$ cat src/rtl/cwt_ram.sv
// Generic single-write, single-read RAM with registered read data.
module cwt_ram #(
  parameter int WIDTH = 8,
  parameter int DEPTH = 16
) (
  input  logic                     clk,
  input  logic                     we,
  input  logic [$clog2(DEPTH)-1:0] waddr,
  input  logic [WIDTH-1:0]         wdata,
  input  logic [$clog2(DEPTH)-1:0] raddr,
  output logic [WIDTH-1:0]         rdata
);
  logic [WIDTH-1:0] mem [DEPTH];

  always_ff @(posedge clk) begin
    if (we) begin
      mem[waddr] <= wdata;
    end
    rdata <= mem[raddr];
  end
endmodule

$ cat config.mk
export PLATFORM = sky130hd
export DESIGN_NAME = cwt_ram
export DESIGN_NICKNAME = d
export VERILOG_FILES = /design/src/rtl/cwt_ram.sv
export SDC_FILE = /design/constraint.sdc
export NUM_CORES = 1
export LEC_CHECK = 0
export ABC_AREA = 1
export ABC_CLOCK_PERIOD_IN_PS = 1300
export BUFFER_PORTS_ARGS = -buffer_cell sky130_fd_sc_hd__buf_2
export CAP_MARGIN = 20
export CORE_MARGIN = 3
export CORE_UTILIZATION = 32
export CTS_BUF_LIST = sky130_fd_sc_hd__clkbuf_2 sky130_fd_sc_hd__clkbuf_4 sky130_fd_sc_hd__clkbuf_8
export DETAILED_ROUTE_END_ITERATION = 8
export GPL_TIMING_DRIVEN = 0
export PLACE_DENSITY_LB_ADDON = 0.12
export SYNTH_ARGS = -nofsm -noshare
export SYNTH_HDL_FRONTEND = slang
export SYNTH_SLANG_ARGS = --single-unit
$ cat constraint.sdc
create_clock -name clk -period 1.3 [get_ports clk]
set_clock_uncertainty 0.1 [all_clocks]
set_input_delay 0.13 -clock clk [delete_from_list [all_inputs] [get_ports clk]]
set_output_delay 0.13 -clock clk [all_outputs]
set_load 0.02 [all_outputs]
# After elaboration in Yosys (flattened, before gate mapping)
# Memory sizes are Yosys's and may differ from the RTL's. A register that Yosys moved wholly into a read port is not among the register bits.
# Index checks and enable logic that the tools add are counted.
# totals
output_inout_bits,8
regBits,0
mem_count,1
mem_bits_rw,128
in_bits,18
rom_bits,0
latch_bits,0
wordCells,3
# memory_table
name,words,word_bits,rd,rd_ports_with_merged_regs,write_ports,line_no,rtl
mem,16,8,1,1,1,13,logic [WIDTH-1:0] mem [DEPTH];
# op_classes
add_sub_neg,0
mux,2
bitwise_logic,0
shifts,0
reduce_logical,0
n_mul,0
div_mod_pow,0
n_eq_ne,0
n_lt_le_gt_ge,0
# op_table
cell,count
1-bit two-way mux,2

# Longest topological paths before layout
# Gate-level depths: netlist (run 1).
# logic_depth
depth_word,2
depth_mapped,8
depth_no_buf,7

# Worst setup path before layout (run 1)
# OpenSTA, ideal clock, no wires.
# synth_path
kind,input to register
from,in waddr[2]
to,mem mem[10][0] (enable)
setup_ns,0.370
path_slack_ns,0.119
path_stages,2
arrival_time_ns,0.711
path_buffers,0
path_cell_list,nand3b_1 > nor2_1
# synth_rtl
element,line_no,rtl
"start, declared",8,"input logic [$clog2(DEPTH)-1:0] waddr,"
"end, declared",13,
# No word-level cell before the write port.

# Worst setup path in the final report (run 1)
# layout_path
from,in waddr[2]
to,mem mem[8][4] (enable)
# No word-level cell before the write port.

==> impl_metrics.csv, run 1 <==
group,metric,value,unit
run_status,status,"completed",
drt,dr.pass1.iters,5,
worst_setup_path,path_class,"input pin to flip-flop",
cells_and_area,nNetsFinal,611,
floorplanning,coreArea,0.0175,mm^2
min_path,hold_path.class,"input pin to flip-flop",
floorplanning,io_pins,26,
worst_setup_path,end_kind,"flip-flop",
power_and_ir_drop,power,8.66,mW
clock_network,cts_tree,"built",
global_routing,track_usage,16.3,%
drt,wl_per_cell,18.3,um
global_routing,antenna_found_initial,0,
flow_run,maxCapViolCount,0,
clock_network,cts_buffers,17,
logic_synthesis,synth.avg_cell_area,10.5,um^2
worst_setup_path,cp-start-kind,"input pin",
worst_setup_path,critical_path_required,1260,ps
worst_setup_path,crit_slowest_cell,"nor2_1",
cells_and_area,areaGrowthSynthToFinish,13.2,%
timing,final.min_clock_period,1300,ps
worst_setup_path,crit_arrival,1250,ps
logic_synthesis,ys_types,12,
logic_synthesis,syn_area,0.00577,mm^2
placement,placed_cells,798,
cells_and_area,num_antenna_cells,0,
cells_and_area,final_util,37.3,%
logic_synthesis,syn-instance-count,551,
timing,max_freq,770,MHz
cells_and_area,drive_above_1_share,13.7,%
worst_setup_path,cp_max_fo,8,
timing,slew_headroom,33.3,%
drt,drtIter0Drc,354,
drt,vias,3797,
logic_synthesis,synth_top_area_cell,"edfxtp_1",
logic_synthesis,synth.yosys.seq_area_share,69.4,%
global_routing,overflow,0,
timing,worst_pin_slew,996,ps
power_and_ir_drop,ir_worst_vdd,0.614,mV
clock_network,htreeDepth,4,
global_routing,grt_pass1_wl,23.2,mm
logic_synthesis,syn-num-nets,569,
logic_synthesis,yosysTopAreaCellShare,66.7,%
worst_setup_path,timing.rr.end,"rdata[3]",
placement,dpl_cell_area,0.00616,mm^2
placement,dp_slack,-483,ps
timing,rsz0062_at_grt,"false",
logic_synthesis,synthTopCellsByArea,"edfxtp_1 67%, nand2_1 11%, nand3_1 8.4%, inv_1 6.5%, dfxtp_1 2.8%",
placement,io_buffers,22,
logic_synthesis,synth_warnings,0,
clock_network,clock_path_buffers,2,
timing,drv_slew,0,
min_path,hold_depth,1,
placement,dpl.hpwl,9.95,mm
timing,period_share,99.9,%
clock_network,clockRootBuffer,"clkbuf_8",
cells_and_area,stdcell_count,831,
worst_setup_path,r2r_slack,160,ps
logic_synthesis,synth-seq-cells,136,
worst_setup_path,crit_chain,"buf_2 -> nand3b_1 -> nor2_1",
min_path,min_to,"mem[0][1]",
timing,setup_slack,0.843,ps
cells_and_area,final_area,0.00653,mm^2
global_routing,grt_max_degree,17,
timing,fin_setup_tns,0,ps
floorplanning,die_width,140,um
placement,place_congestion,0.829,
timing,hold_viol,0,
power_and_ir_drop,cellLeakagePower,2.80,nW
clock_network,cts_sinks,136,
power_and_ir_drop,powerDensity,1330,mW/mm^2
drt,avgViaCountPerCell,4.57,
min_path,hold_path_startpoint,"wdata[1]",
floorplanning,row_count,48,
worst_setup_path,max_stage_delay,780,ps
worst_setup_path,r2r_cells,6,
floorplanning,die_h,140,um
timing,whs,22.7,ps
drt,ant_nets,0,
global_routing,grt_pass1_vias,3680,
clock_network,path_clk_slew,80,ps
floorplanning,die_area,0.0197,mm^2
worst_setup_path,r2r-start,"mem[15][3]",
clock_network,clkLatencyLatePin,440,ps
timing,setup_viol,0,
worst_setup_path,cp-startpoint,"waddr[2]",
floorplanning,start_util,33.0,%
drt,drc_errors,0,
drt,wl,15.2,mm
clock_network,cts_setup_buffers,0,
==> flip-flops by register name, indices dropped and copies added (netlist names) <==
register  flops
mem         128
rdata         8
==> power by group <==
group	internal [mW]	leakage, nW	switching [mW]
combinational	0.191	1.39	0.497
clock	1.57	0.191	1.48
sequential	4.90	1.22	0.0223
total	6.66	2.80	2.00
==> final cells by class <==
class                           count  area [um^2]
Clock inverter                      5         23.8
Fill cell                        1739        11000
Timing Repair Buffer               23          120
Multi-Input combinational cell    289         1230
Buffer                             24          166
Inverter                          102          383
Clock buffer                       27          322
Sequential cell                   136         4000
Tap cell                          225          282
==> synthesized netlist by cell type <==
library cell	count
buf_1	1
buf_2	13
buf_4	4
buf_6	6
dfxtp_1	8
edfxtp_1	128
inv_1	100
inv_2	2
nand2_1	173
nand3_1	97
nand3b_1	2
nor2_1	17
==> cell families (layout without fill, tap and decap cells) <==
kind of cell | Yosys count | count (layout) | synth area share, %
buffers and inverters | 126 | 181 | 9.52
flip-flops | 136 | 136 | 69.4
AND/OR/NAND/NOR | 289 | 289 | 21.0
==> worst max-delay path by stage <==
stage / to / slack (ps)
floorplan: mem[10][0] / 120
global placement: mem[4][2] / -450
detailed placement: mem[5][1] / -480
CTS: mem[4][2] / 20
global route: mem[8][1] / 20
finish: mem[8][4] / 0.8
==> layout by cell type (no fill, tap or decap) <==
cell             n
buf_1            1
clkbuf_4         8
nand3b_1         2
inv_1          100
inv_2            2
nand2_1        173
buf_2           35
dlygate4sd3_1    1
dfxtp_1          8
buf_4            4
nand3_1         97
clkbuf_8        19
clkinv_1         1
edfxtp_1       128
nor2_2           5
nor2_1          12
clkinv_2         4
buf_6            6
==> timing repair <==
item                                    CTS  global route
gates cloned                              0             0
endpoints found under the hold margin    16             0
endpoints found under the setup margin    1            24
gates resized for setup                   1             4
hold buffers                              1             0
==> worst max-delay path, delay by kind of cell <==
family / cells / cell delay, ps
and+or+nand+nor: 2 / 1000
buffers and inverters: 1 / 120
==> metal layers <==
metal / wire [um] / track usage, % / vias up
met4: 303 / 6.07 / 0
met5: 0 / 0 / -
met1: 7320 / 23.7 / 1811
li1: - / - / 1854
met2: 6810 / 23.9 / 112
met3: 777 / 3.41 / 20
Power figures use the tool's default switching activity.
==> run 2, diff against run 1 <==
--- a/config.mk
+++ b/config.mk
@@ -11,7 +11,6 @@
 export CAP_MARGIN = 20
 export CORE_MARGIN = 3
 export CORE_UTILIZATION = 32
-export CTS_BUF_LIST = sky130_fd_sc_hd__clkbuf_2 sky130_fd_sc_hd__clkbuf_4 sky130_fd_sc_hd__clkbuf_8
 export DETAILED_ROUTE_END_ITERATION = 8
 export GPL_TIMING_DRIVEN = 0
 export PLACE_DENSITY_LB_ADDON = 0.12
==> impl_metrics.csv, run 2 (synthesis gave the netlist of run 1 again) <==
group,metric,value,unit
run_status,status,"completed",
worst_setup_path,crit_chain,"buf_2 -> nand3b_1 -> nor2_1",
power_and_ir_drop,p_comb_share,7.0,%
power_and_ir_drop,p_int,7.61,mW
timing,whs,22.1,ps
timing,drv_slew,0,
power_and_ir_drop,ir_worst_vdd,0.944,mV
global_routing,grt_pass1_vias,3679,
power_and_ir_drop,p_switching,2.17,mW
drt,route.met3.wl,802,um
worst_setup_path,endpoint,"mem[10][4]",
drt,wl,15.3,mm
timing,max_freq,801,MHz
drt,dr.pass1.iters,5,
power_and_ir_drop,swShare,22.2,%
global_routing,antenna_found_initial,0,
worst_setup_path,cp_max_fo,8,
floorplanning,io_pins,26,
placement,io_buffers,22,
cells_and_area,layout_common_cells,"173 x nand2_1, 128 x edfxtp_1, 100 x inv_1, 97 x nand3_1, 35 x buf_2",
clock_network,cts.repair.resized,1,
cells_and_area,drive_above_1_share,12.7,%
clock_network,cts_sinks,136,
cells_and_area,num_antenna_cells,0,
clock_network,clockRootBuffer,"clkbuf_16",
worst_setup_path,r2r-start,"mem[2][0]",
drt,met1_length,7.42,mm
cells_and_area,areaGrowthSynthToFinish,15.9,%
clock_network,cts_buffers,17,
worst_setup_path,path_class,"input pin to flip-flop",
drt,routed-wl-met2,6.81,mm
timing,slew_headroom,38.7,%
drt,avgViaCountPerCell,4.53,
worst_setup_path,r2r_cells,6,
worst_setup_path,timing.rr.end,"rdata[0]",
worst_setup_path,crit_slowest_cell,"nor2_1",
global_routing,grt_max_degree,17,
worst_setup_path,crit_arrival,1180,ps
timing,hold_viol,0,
drt,drtIter0Drc,377,
timing,worst_pin_slew,917,ps
drt,vias,3761,
placement,dpl_cell_area,0.00616,mm^2
drt,drc_errors,0,
cells_and_area,top_register,"mem",
clock_network,path_clk_slew,60,ps
timing,rsz0062_at_grt,"false",
clock_network,cts_tree,"built",
worst_setup_path,cp-start-kind,"input pin",
clock_network,htreeDepth,4,
clock_network,cts-hold-fix-buffers,0,
placement,dpl.hpwl,9.95,mm
timing,period_share,96.0,%
cells_and_area,largest_reg_flops,128,
clock_network,clock_path_buffers,2,
cells_and_area,final_util,38.2,%
worst_setup_path,cp-startpoint,"waddr[2]",
worst_setup_path,max_stage_delay,690,ps
cells_and_area,final_common_cell,"nand2_1",
timing,final.min_clock_period,1250,ps
power_and_ir_drop,p_seq_share,50.4,%
worst_setup_path,end_kind,"flip-flop",
min_path,hold_path.class,"input pin to flip-flop",
floorplanning,start_util,33.0,%
flow_run,maxCapViolCount,0,
worst_setup_path,r2r_slack,160,ps
global_routing,grt_pass1_wl,23.1,mm
cells_and_area,nNetsFinal,610,
floorplanning,die_area,0.0197,mm^2
clock_network,clkLatencyLatePin,420,ps
floorplanning,row_count,48,
drt,ant_nets,0,
floorplanning,coreArea,0.0175,mm^2
power_and_ir_drop,cellLeakagePower,2.86,nW
placement,place_congestion,0.829,
floorplanning,die_h,140,um
worst_setup_path,critical_path_required,1240,ps
drt,top_layer,"met4",
timing,setup_viol,0,
power_and_ir_drop,powerDensity,1460,mW/mm^2
clock_network,cts_setup_buffers,0,
power_and_ir_drop,power_frac_clock,42.6,%
global_routing,overflow,0,
floorplanning,die_width,140,um
drt,wl_per_cell,18.4,um
cells_and_area,reg.largest.list,"mem x128, rdata x8",
cells_and_area,final_area,0.00668,mm^2
global_routing,track_usage,16.2,%
[run 2: cell count changes in the layout (fill, tap and decap cells not counted)]
| cell | change |
|---|---|
| clkbuf_8 | -17 |
| clkbuf_1 | +8 |
| clkbuf_4 | -8 |
| nor2_2 | +2 |
| clkbuf_16 | +17 |
| dlygate4sd3_1 | -1 |
| nor2_1 | -2 |
[run 2: through the flow]
stage / cells / power [mW] / setup TNS (ps) / worst slack [ps]
floorplan: 551 / 5.40 / 0 / 119
global placement: 798 / 5.70 / -43260 / -449
CTS: 830 / 9.88 / -124 / -21.0
detailed placement: 798 / 5.71 / -44500 / -483
finish: 830 / 9.78 / 0 / 51.7
global route: 830 / 10.2 / 0 / 1.76
[run 2: power by group through the flow]
stage | clock network (mW) | registers, mW | logic [mW]
2_1_floorplan | 0 | 5.05 | 0.346
3_3_place_gp | 0 | 5.02 | 0.685
3_5_place_dp | 0 | 5.02 | 0.691
4_1_cts | 4.26 | 4.93 | 0.694
5_1_grt | 4.48 | 4.93 | 0.762
6_report | 4.17 | 4.93 | 0.689
[run 2: how the worst min path moves through the flow]
stage | from | to | slack (ps) | cells after the start
CTS | wdata[2] | mem[0][2] | 20 | 1
global placement | rdata[6] | rdata[6] | 450 | 1
finish | wdata[2] | mem[0][2] | 20 | 1
detailed placement | rdata[7] | rdata[7] | 450 | 1
floorplan | wdata[0] | mem[0][0] | 130 | 0
global route | wdata[2] | mem[0][2] | 30 | 1
[run 2: final cells by class]
cell class	count	area, um^2
Buffer	24	166
Clock buffer	27	483
Clock inverter	5	23.8
Fill cell	1719	10800
Inverter	102	383
Multi-Input combinational cell	289	1230
Sequential cell	136	4000
Tap cell	225	282
Timing Repair Buffer	22	110
[run 2: worst max-delay path: cells and delay by family]
kind / cells / cell delay, ps
buffers and inverters: 1 / 120
and+or+nand+nor: 2 / 930
[run 2: metal layers]
| metal | track usage, % | up-vias |
|---|---|---|
| li1 | - | 1854 |
| met1 | 23.7 | 1783 |
| met2 | 24.0 | 105 |
| met3 | 3.82 | 19 |
| met4 | 4.90 | 0 |
| met5 | 0 | - |
