===== config.mk =====
export PLATFORM = sky130hd
export DESIGN_NAME = cwt_thr
export DESIGN_NICKNAME = d
export VERILOG_FILES = /design/src/rtl/cwt_pkg.sv /design/src/rtl/cwt_thr.sv
export SDC_FILE = /design/constraint.sdc
export NUM_CORES = 2
export LEC_CHECK = 0
export BUFFER_PORTS_ARGS = -buffer_cell sky130_fd_sc_hd__buf_2
export CAP_MARGIN = 20
export CORE_ASPECT_RATIO = 0.8
export CORE_MARGIN = 2
export CORE_UTILIZATION = 55
export CTS_BUF_LIST = sky130_fd_sc_hd__clkbuf_8
export DETAILED_ROUTE_END_ITERATION = 7
export PLACE_DENSITY = 0.85
export SYNTH_ARGS = -nofsm -noshare
export SYNTH_HDL_FRONTEND = slang
export SYNTH_SLANG_ARGS = --single-unit

===== constraint.sdc =====
create_clock -name clk -period 16.3 [get_ports clk]
set_input_delay 3.26 -clock clk [delete_from_list [all_inputs] [get_ports clk]]
set_output_delay 3.26 -clock clk [all_outputs]
set_load 0.03 [all_outputs]

===== src/rtl/cwt_pkg.sv =====
// Shared constants, types and codes of the calorimeter window trigger.
package cwt_pkg;

  localparam int MAP_COLS   = 48;
  localparam int MAP_ROWS   = 64;
  localparam int JET_SIDE   = 16;
  localparam int GAMMA_SIDE = 2;

  localparam int MAP_DEPTH = MAP_COLS * MAP_ROWS;
  localparam int ADDR_W    = $clog2(MAP_DEPTH);
  localparam int SIDE_W    = $clog2(JET_SIDE + 1);
  localparam int COORD_W   = 9;

  localparam int CMD_W  = 3;
  localparam int POS_W  = 6;
  localparam int AMP_W  = 12;
  localparam int CHG_W  = 16;
  localparam int CELL_W = 18;
  localparam int SUM_W  = 26;
  localparam int ACC_W  = CELL_W + 2 * SIDE_W;
  localparam int THR_W  = 31;

  localparam int NUM_CFG   = 6;
  localparam int CFG_IDX_W = 3;
  localparam int CFG_W     = 64;
  localparam int HALF_W    = 32;

  typedef enum logic [CMD_W-1:0] {
    CMD_CLEAR  = 3'd0,
    CMD_ADD    = 3'd1,
    CMD_CHARGE = 3'd2,
    CMD_JET    = 3'd3,
    CMD_GAMMA  = 3'd4
  } cmd_t;

  localparam logic [CFG_IDX_W-1:0] CFG_JET_OFF = 3'd4;

  localparam int THR_JET_HIGH   = 0;
  localparam int THR_GAMMA_HIGH = 1;
  localparam int THR_JET_LOW    = 2;
  localparam int THR_GAMMA_LOW  = 3;

  typedef logic [NUM_CFG-1:0][CFG_W-1:0] cfg_regs_t;
  typedef logic [3:0][THR_W-1:0] thr_set_t;

endpackage


===== src/rtl/cwt_thr.sv =====
// Threshold latch: four thresholds from the charge sum over one shared multiplier.
module cwt_thr (
  input  logic                       clk,
  input  logic                       rst,
  input  logic                       start,
  input  logic [cwt_pkg::CHG_W:0]    charge_sum,
  input  cwt_pkg::cfg_regs_t         cfg,
  output cwt_pkg::thr_set_t          thr,
  output logic                       busy
);
  localparam int S_W    = cwt_pkg::CHG_W + 1;
  localparam int PROD_W = cwt_pkg::HALF_W + S_W;
  localparam int TSUM_W = cwt_pkg::HALF_W + 3;

  logic [1:0]                  k;
  logic [1:0]                  ph;
  logic [S_W-1:0]              s;
  logic [PROD_W-1:0]           p1;
  logic [PROD_W-1:0]           lo_part;
  logic [cwt_pkg::HALF_W-1:0]  term;
  logic [cwt_pkg::HALF_W-1:0]  mul_a;
  logic [PROD_W-1:0]           prod;
  logic [cwt_pkg::CFG_W-1:0]   ql;
  logic [cwt_pkg::CFG_W-1:0]   offs;
  logic [cwt_pkg::HALF_W-1:0]  konst;
  logic [TSUM_W-1:0]           tsum;
  logic [cwt_pkg::THR_W-1:0]   tsat;

  always_comb begin
    ql    = cfg[k];
    offs  = cfg[cwt_pkg::CFG_JET_OFF + {2'b00, k[0]}];
    konst = k[1] ? offs[cwt_pkg::HALF_W-1:0] : offs[cwt_pkg::CFG_W-1:cwt_pkg::HALF_W];
    case (ph)
      2'd0:    mul_a = ql[cwt_pkg::CFG_W-1:cwt_pkg::HALF_W];
      2'd1:    mul_a = p1[cwt_pkg::HALF_W-1:0];
      2'd2:    mul_a = cwt_pkg::HALF_W'(p1[PROD_W-1:cwt_pkg::HALF_W]);
      default: mul_a = ql[cwt_pkg::HALF_W-1:0];
    endcase
    prod = PROD_W'(mul_a) * PROD_W'(s);
    // constant term plus linear term (L*S)>>16 plus quadratic term
    tsum = TSUM_W'(term) + TSUM_W'(prod[PROD_W-1:16]) + TSUM_W'(konst);
    tsat = (tsum > TSUM_W'({cwt_pkg::THR_W{1'b1}})) ? {cwt_pkg::THR_W{1'b1}}
                                                    : tsum[cwt_pkg::THR_W-1:0];
  end

  always_ff @(posedge clk) begin
    if (rst) begin
      busy <= 1'b0;
      k    <= '0;
      ph   <= '0;
      thr  <= '0;
    end else if (start) begin
      busy <= 1'b1;
      k    <= '0;
      ph   <= '0;
      s    <= charge_sum;
    end else if (busy) begin
      ph <= ph + 2'd1;
      case (ph)
        2'd0: p1 <= prod;
        2'd1: lo_part <= prod;
        // bits 63..32 of Q*S*S: upper part of the low product plus the high product
        2'd2: term <= cwt_pkg::HALF_W'(lo_part[PROD_W-1:cwt_pkg::HALF_W])
                      + prod[cwt_pkg::HALF_W-1:0];
        default: begin
          thr[k] <= tsat;
          k      <= k + 2'd1;
          if (k == 2'd3) begin
            busy <= 1'b0;
          end
        end
      endcase
    end
  end
endmodule


# Yosys cells after proc, flatten, opt, wreduce, memory -nomap -nowiden
# Index checks and enable logic that the tools add are counted.
[totals]
register_bits = 276
input_bits = 404
output_inout_bits = 125
wordCells = 53
[op_classes]
addsub = 6
multipliers = 1
magnitude_cmp = 5
eq_ne = 3
mux = 14
bitwise_logic = 3
n_reduce_logical = 10
[op_table]
columns = ["operator", "count"]
rows = [
  ["binary-select mux 64 bit (select 3 bit)", 1],
  ["binary-select mux 64 bit (select 2 bit)", 1],
  ["2-to-1 mux 64 bit", 2],
  ["bitwise mux 124 bit", 1],
  ["case mux 32 bit (3 select lines)", 1],
  ["demux 31 bit (select 2 bit)", 1],
  ["2-to-1 mux 31 bit", 2],
  ["multiplier 32 x 17 -> 49 bit", 1],
  ["adder 34 x 32 -> 35 bit", 1],
  ["greater-than comparator 35 x 31 -> 1 bit, second input constant", 1],
  ["adder 32 x 33 -> 34 bit", 1],
  ["adder 17 x 32 -> 32 bit", 1],
  ["2-to-1 mux 32 bit", 1],
  ["AND reduction 4 bit", 3],
  ["adder 2 x 1 -> 2 bit, second input constant", 2],
  ["== test 2 bit, second input constant", 2],
  ["< comparator 2 x 4 -> 1 bit, second input constant", 1],
  ["< comparator 3 x 4 -> 1 bit, second input constant", 1],
  ["2-to-1 mux 1 bit", 4],
  ["AND reduction 2 bit", 2],
  ["adder 3 x 1 -> 3 bit, first input constant", 1],
  ["< comparator 2 x 3 -> 1 bit, second input constant", 1],
  ["inverter 1 bit", 3],
  ["AND reduction 3 bit", 1],
  ["other kinds (6)", 6],
]

# Longest topological paths before layout
[logic_depth]
ltp_word = 9
mapped_depth = 46
ltp_nobuf = 41

# Least setup slack after synthesis
# Ideal clock, no wire load.
[synth_timing]
kind = "input to register"
start = "input cfg[232] in the netlist's numbering"
end = "register thr[54] in the netlist's numbering"
setup_time_ns = 0.137
arrival_time_ns = 12.622
t_required_ns = 16.163
path_slack_ns = 3.541
path_stages = 38
n_path_buf = 3
cell_sequence = "mux4_2 -> a222oi_1 -> a21oi_1 -> clkbuf_1 -> nand2_1 -> fa_1 -> fa_1 -> fa_1 -> fa_1 -> inv_1 -> fa_1 -> inv_1 -> fa_1 -> inv_1 -> ha_1 -> a21oi_1 -> o21ai_0 -> a31o_2 -> [... 2 more ...] -> a31oi_1 -> nor2b_1 -> o21ai_0 -> nand2b_1 -> xnor2_1 -> fa_1 -> inv_1 -> ha_1 -> a21o_1 -> a2111oi_2 -> o41a_1 -> o31ai_1 -> or3b_1 -> a41o_1 -> a311oi_4 -> buf_4 -> buf_4 -> a311oi_1"
[synth_via]
elab_chain_len = 9
elab_cells_between_ends = 12
classes_between = "2 x add/sub; 1 x mul; 1 x order compare; 8 x mux"
[synth_lines]
columns = ["element", "line_no", "rtl"]
rows = [
  ["start: declaration", "cwt_thr.sv:7", "input cwt_pkg::cfg_regs_t cfg,"],
  ["binary-select mux 64 bit (select 2 bit)", "cwt_thr.sv:30", "ql = cfg[k];"],
  ["2-to-1 mux 64 bit (implied by the code)", "cwt_thr.sv:30", ""],
  ["case mux 32 bit (3 select lines)", "cwt_thr.sv:33", "case (ph)"],
  ["multiplier 32 x 17 -> 49 bit", "cwt_thr.sv:39", "prod = PROD_W'(mul_a) * PROD_W'(s);"],
  ["adder 32 x 33 -> 34 bit", "cwt_thr.sv:41", "tsum = TSUM_W'(term) + TSUM_W'(prod[PROD_W-1:16]) + TSUM_W'(konst);"],
  ["adder 34 x 32 -> 35 bit (*)", "cwt_thr.sv:41", ""],
  ["greater-than comparator 35 x 31 -> 1 bit", "cwt_thr.sv:42", "tsat = (tsum > TSUM_W'({cwt_pkg::THR_W{1'b1}})) ? {cwt_pkg::THR_W{1'b1}}"],
  ["2-to-1 mux 31 bit (*)", "cwt_thr.sv:42", ""],
  ["bitwise mux 124 bit (*)", "cwt_thr.sv:66", "thr[k] <= tsat;"],
  ["end signal: indexed assignment", "cwt_thr.sv:66", ""],
  ["end: declaration", "cwt_thr.sv:8", "output cwt_pkg::thr_set_t thr,"],
]
# Every way passes the cells marked *; elsewhere a longest branch is shown, timed or not. The select of a mux whose other input is x is not followed.
# A chain may end at the register's enable or synchronous reset.

# Final worst setup path
[layout_timing]
start = "input cfg[225] in the netlist's numbering"
end = "register thr[30] in the netlist's numbering"
[layout_via]
elab_chain_len = 9
elab_cells_between_ends = 12
classes_between = "2 x add/sub; 1 x mul; 1 x order compare; 8 x mux"
[layout_lines]
columns = ["element", "line_no", "rtl"]
rows = [
  ["binary-select mux 64 bit (select 2 bit) (*)", "cwt_thr.sv:30", ""],
  ["2-to-1 mux 64 bit (implied by the code) (*)", "cwt_thr.sv:30", ""],
  ["case mux 32 bit (3 select lines) (*)", "cwt_thr.sv:33", ""],
  ["multiplier 32 x 17 -> 49 bit (*)", "cwt_thr.sv:39", ""],
  ["via prod[17]", "cwt_thr.sv:22", "logic [PROD_W-1:0] prod;"],
  ["adder 32 x 33 -> 34 bit (*)", "cwt_thr.sv:41", ""],
  ["adder 34 x 32 -> 35 bit (*)", "cwt_thr.sv:41", ""],
  ["greater-than comparator 35 x 31 -> 1 bit", "cwt_thr.sv:42", ""],
  ["2-to-1 mux 31 bit (*)", "cwt_thr.sv:42", ""],
  ["bitwise mux 124 bit (*)", "cwt_thr.sv:66", ""],
]
# Mark *: on every way through the listed nets, which the timed path passes. The rest lies on a longest branch. The select of a mux whose other input is x is not followed.

==> results.ini <==
[routing]
drtIter0Drc=2987
vias=27400
dr.pass1.iters=7
final_antenna_net_count=0
vias_per_cell=5.92
drcViolationCount=0
wl_mm=103
wire_per_inst_um=22.1

[timing]
tightest_slew_ns=1.09
finalCritPeriodShare=0.871
final_max_slew_viol_count=0
holdWs_ns=0.496
fmax_mhz=70.4
finalHoldViolCount=0
finClkSkew_ns=0.0310
fin_setup_tns_ns=0
finalSetupViolCount=0
setup_slack_ns=2.10
min_period_ns=14.20
rsz0062_at_grt=false
maxSlewHeadroom=0.275

[placement]
dp_slack_ns=1.69
place_hpwl_mm=82.0
gp_congestion=0.968
portBuffers=528
postPlaceCellArea_um2=35400

[status]
status=complete, no violations

[cells_and_area]
nFillCells=4468
layout.cell_area.non_filler_um2=36300
layout_common_cells=inv_1 (724), buf_2 (527), fa_1 (483)
drive_gt1_frac=0.204
num-nets-final=4900
final_common_cell=inv_1
syn_to_final_growth_pct=13.8

[setup_path]
rrSetupSlack_ns=3.41
slowest_delay_ns=0.64
cp_max_fo=60
r2r_end=thr[30]$_SDFFE_PP0P_
critPathArrivalTime_ns=14.69
r2r_start=k[0]$_SDFFE_PN0P_
critPathKind=input port to flip-flop
slowest_stage=a2111oi_0
crit_required_ns=16.79
start_kind=input port
cp-end-kind=flip-flop
cp_common_cell=fa_1
rr_worst_depth=36

[global_route]
use_met2=0.521
use_met1=0.450
first_global_vias=27500
antenna_found_initial=12
globalRouteMet3Util=0.121
busiest_layer=met2
grt_first_pass_wirelength_mm=156
grt_max_degree=77
overflow=0
grt_usage=0.342

[min_path]
hold_class=flip-flop to flip-flop
worstHoldStart=thr[10]$_SDFFE_PP0P_
hold_end=thr[10]$_SDFFE_PP0P_
min_delay_path_depth=2

[logic_synthesis]
syn_inst=3383
synth_warnings=0
syn_avg_cell_area_um2=9.44
ys.flop_type=dfxtp_1
synth_top_area_frac=0.303
ys_seq_area_frac=0.189
ys_async_sr_fraction=0
synth.distinct_cells=74
synth_area_um2=31900
synth_fp_nets=4450
yosysTopAreaCell=fa_1
synth_edf_count=115
synth_area_leaders=fa_1 (30%), edfxtp_1 (11%), inv_1 (8.5%), dfxtp_1 (8.1%), ha_1 (7.1%)
synth-seq-cells=244

[clock_tree]
clock-root-buffer=clkbuf_8
post_cts_resized=0
cts_hold_buf=0
cts_tree=yes
clkSinkCount=244
cts_setup_buffers=0
clkLatencyLatePin_ns=0.66
htree_levels=2
cts_buffers=41
clockBufferDepth=3
path_clk_slew_ns=0.07

[floorplan]
initial_utilization=0.560
rows=78
die_area_um2=60000
die_h_um=219
fp.dieW_um=273
coreArea_um2=57000
ios=529

[job]
cap_violations=0

[cell type report]
type                            instances  area (um2)  area share
Timing Repair Buffer                  599        3300      0.0907
Inverter                              720        2700      0.0744
Sequential cell                       244        6040       0.166
Clock buffer                           45         619      0.0170
Multi-Input combinational cell       2227       22500       0.618
Antenna cell                            5        12.5    0.000344
Clock inverter                         31         243     0.00668
Tap cell                              760         951      0.0262
[layer usage]
layer | vias up | wire (um)
li1 | 11800 | -
met1 | 13300 | 37900
met2 | 2018 | 44900
met3 | 306 | 15800
met4 | 8 | 3930
met5 | - | 46
[cell usage after synthesis (12+ instances only)]
cell type	n
ha_1	180
a222oi_1	17
a311oi_1	110
clkbuf_1	161
mux4_2	96
a22oi_1	17
nor3_1	16
and3_1	12
dfxtp_1	129
inv_1	719
buf_1	14
edfxtp_1	115
a21oi_1	97
a211oi_1	20
xnor2_1	72
fa_1	483
a21o_1	46
a31oi_1	16
nand3_1	21
nand2_1	442
xor2_1	33
o21ai_1	15
and2_1	183
o21ai_0	44
nor2_1	173
o21bai_1	21
[registers in the layout, indices dropped and copies added, names as in the netlist]
register and count:
thr 124, p1 49, term 32, lo_part 17, s 17, k 2
ph 2, busy 1
[worst max-delay path: cells and delay by family]
kind	cells	cell delay, ns
and+or+nand+nor	4	1.03
AOI/OAI and AO/OA	12	3.69
xor gates and xnor gates	1	0.45
buffers and inverters	9	1.33
adders and majority gates	10	4.44
muxes	1	0.49
[worst max path at each step]
stage	slack (ns)	from	depth (start not counted)	to
6_report	2.10	cfg[225]	37	thr[30]$_SDFFE_PP0P_
5_1_grt	1.63	cfg[224]	36	thr[123]$_SDFFE_PP0P_
4_1_cts	2.36	cfg[224]	36	thr[30]$_SDFFE_PP0P_
3_5_place_dp	1.69	cfg[224]	36	thr[92]$_SDFFE_PP0P_
3_3_place_gp	1.89	cfg[224]	36	thr[123]$_SDFFE_PP0P_
2_1_floorplan	3.54	cfg[232]	38	thr[54]$_SDFFE_PP0P_
[cells by family (layout without fill, tap and decap cells)]
logic type                 count (synthesis)  after routing  synth area share
AOI/OAI and AO/OA                        462            462             0.104
buffers and inverters                    912           1395             0.108
and+or+nand+nor                          898            898             0.128
adders and majority gates                663            663             0.373
other                                      0              5                 0
DFF                                      244            244             0.189
xor gates and xnor gates                 105            105            0.0288
muxes                                     99             99            0.0687
[metrics by stage]
step | cells | utilization
global placement | 4542 | 0.619
CTS | 4622 | 0.636
detailed placement | 4546 | 0.620
finish | 4631 | 0.637
global route | 4630 | 0.637
floorplan | 3383 | -
Power is left out: the tool's default activity adds up to more than one toggle a clock period on the data nets, which glitch-free logic cannot reach.
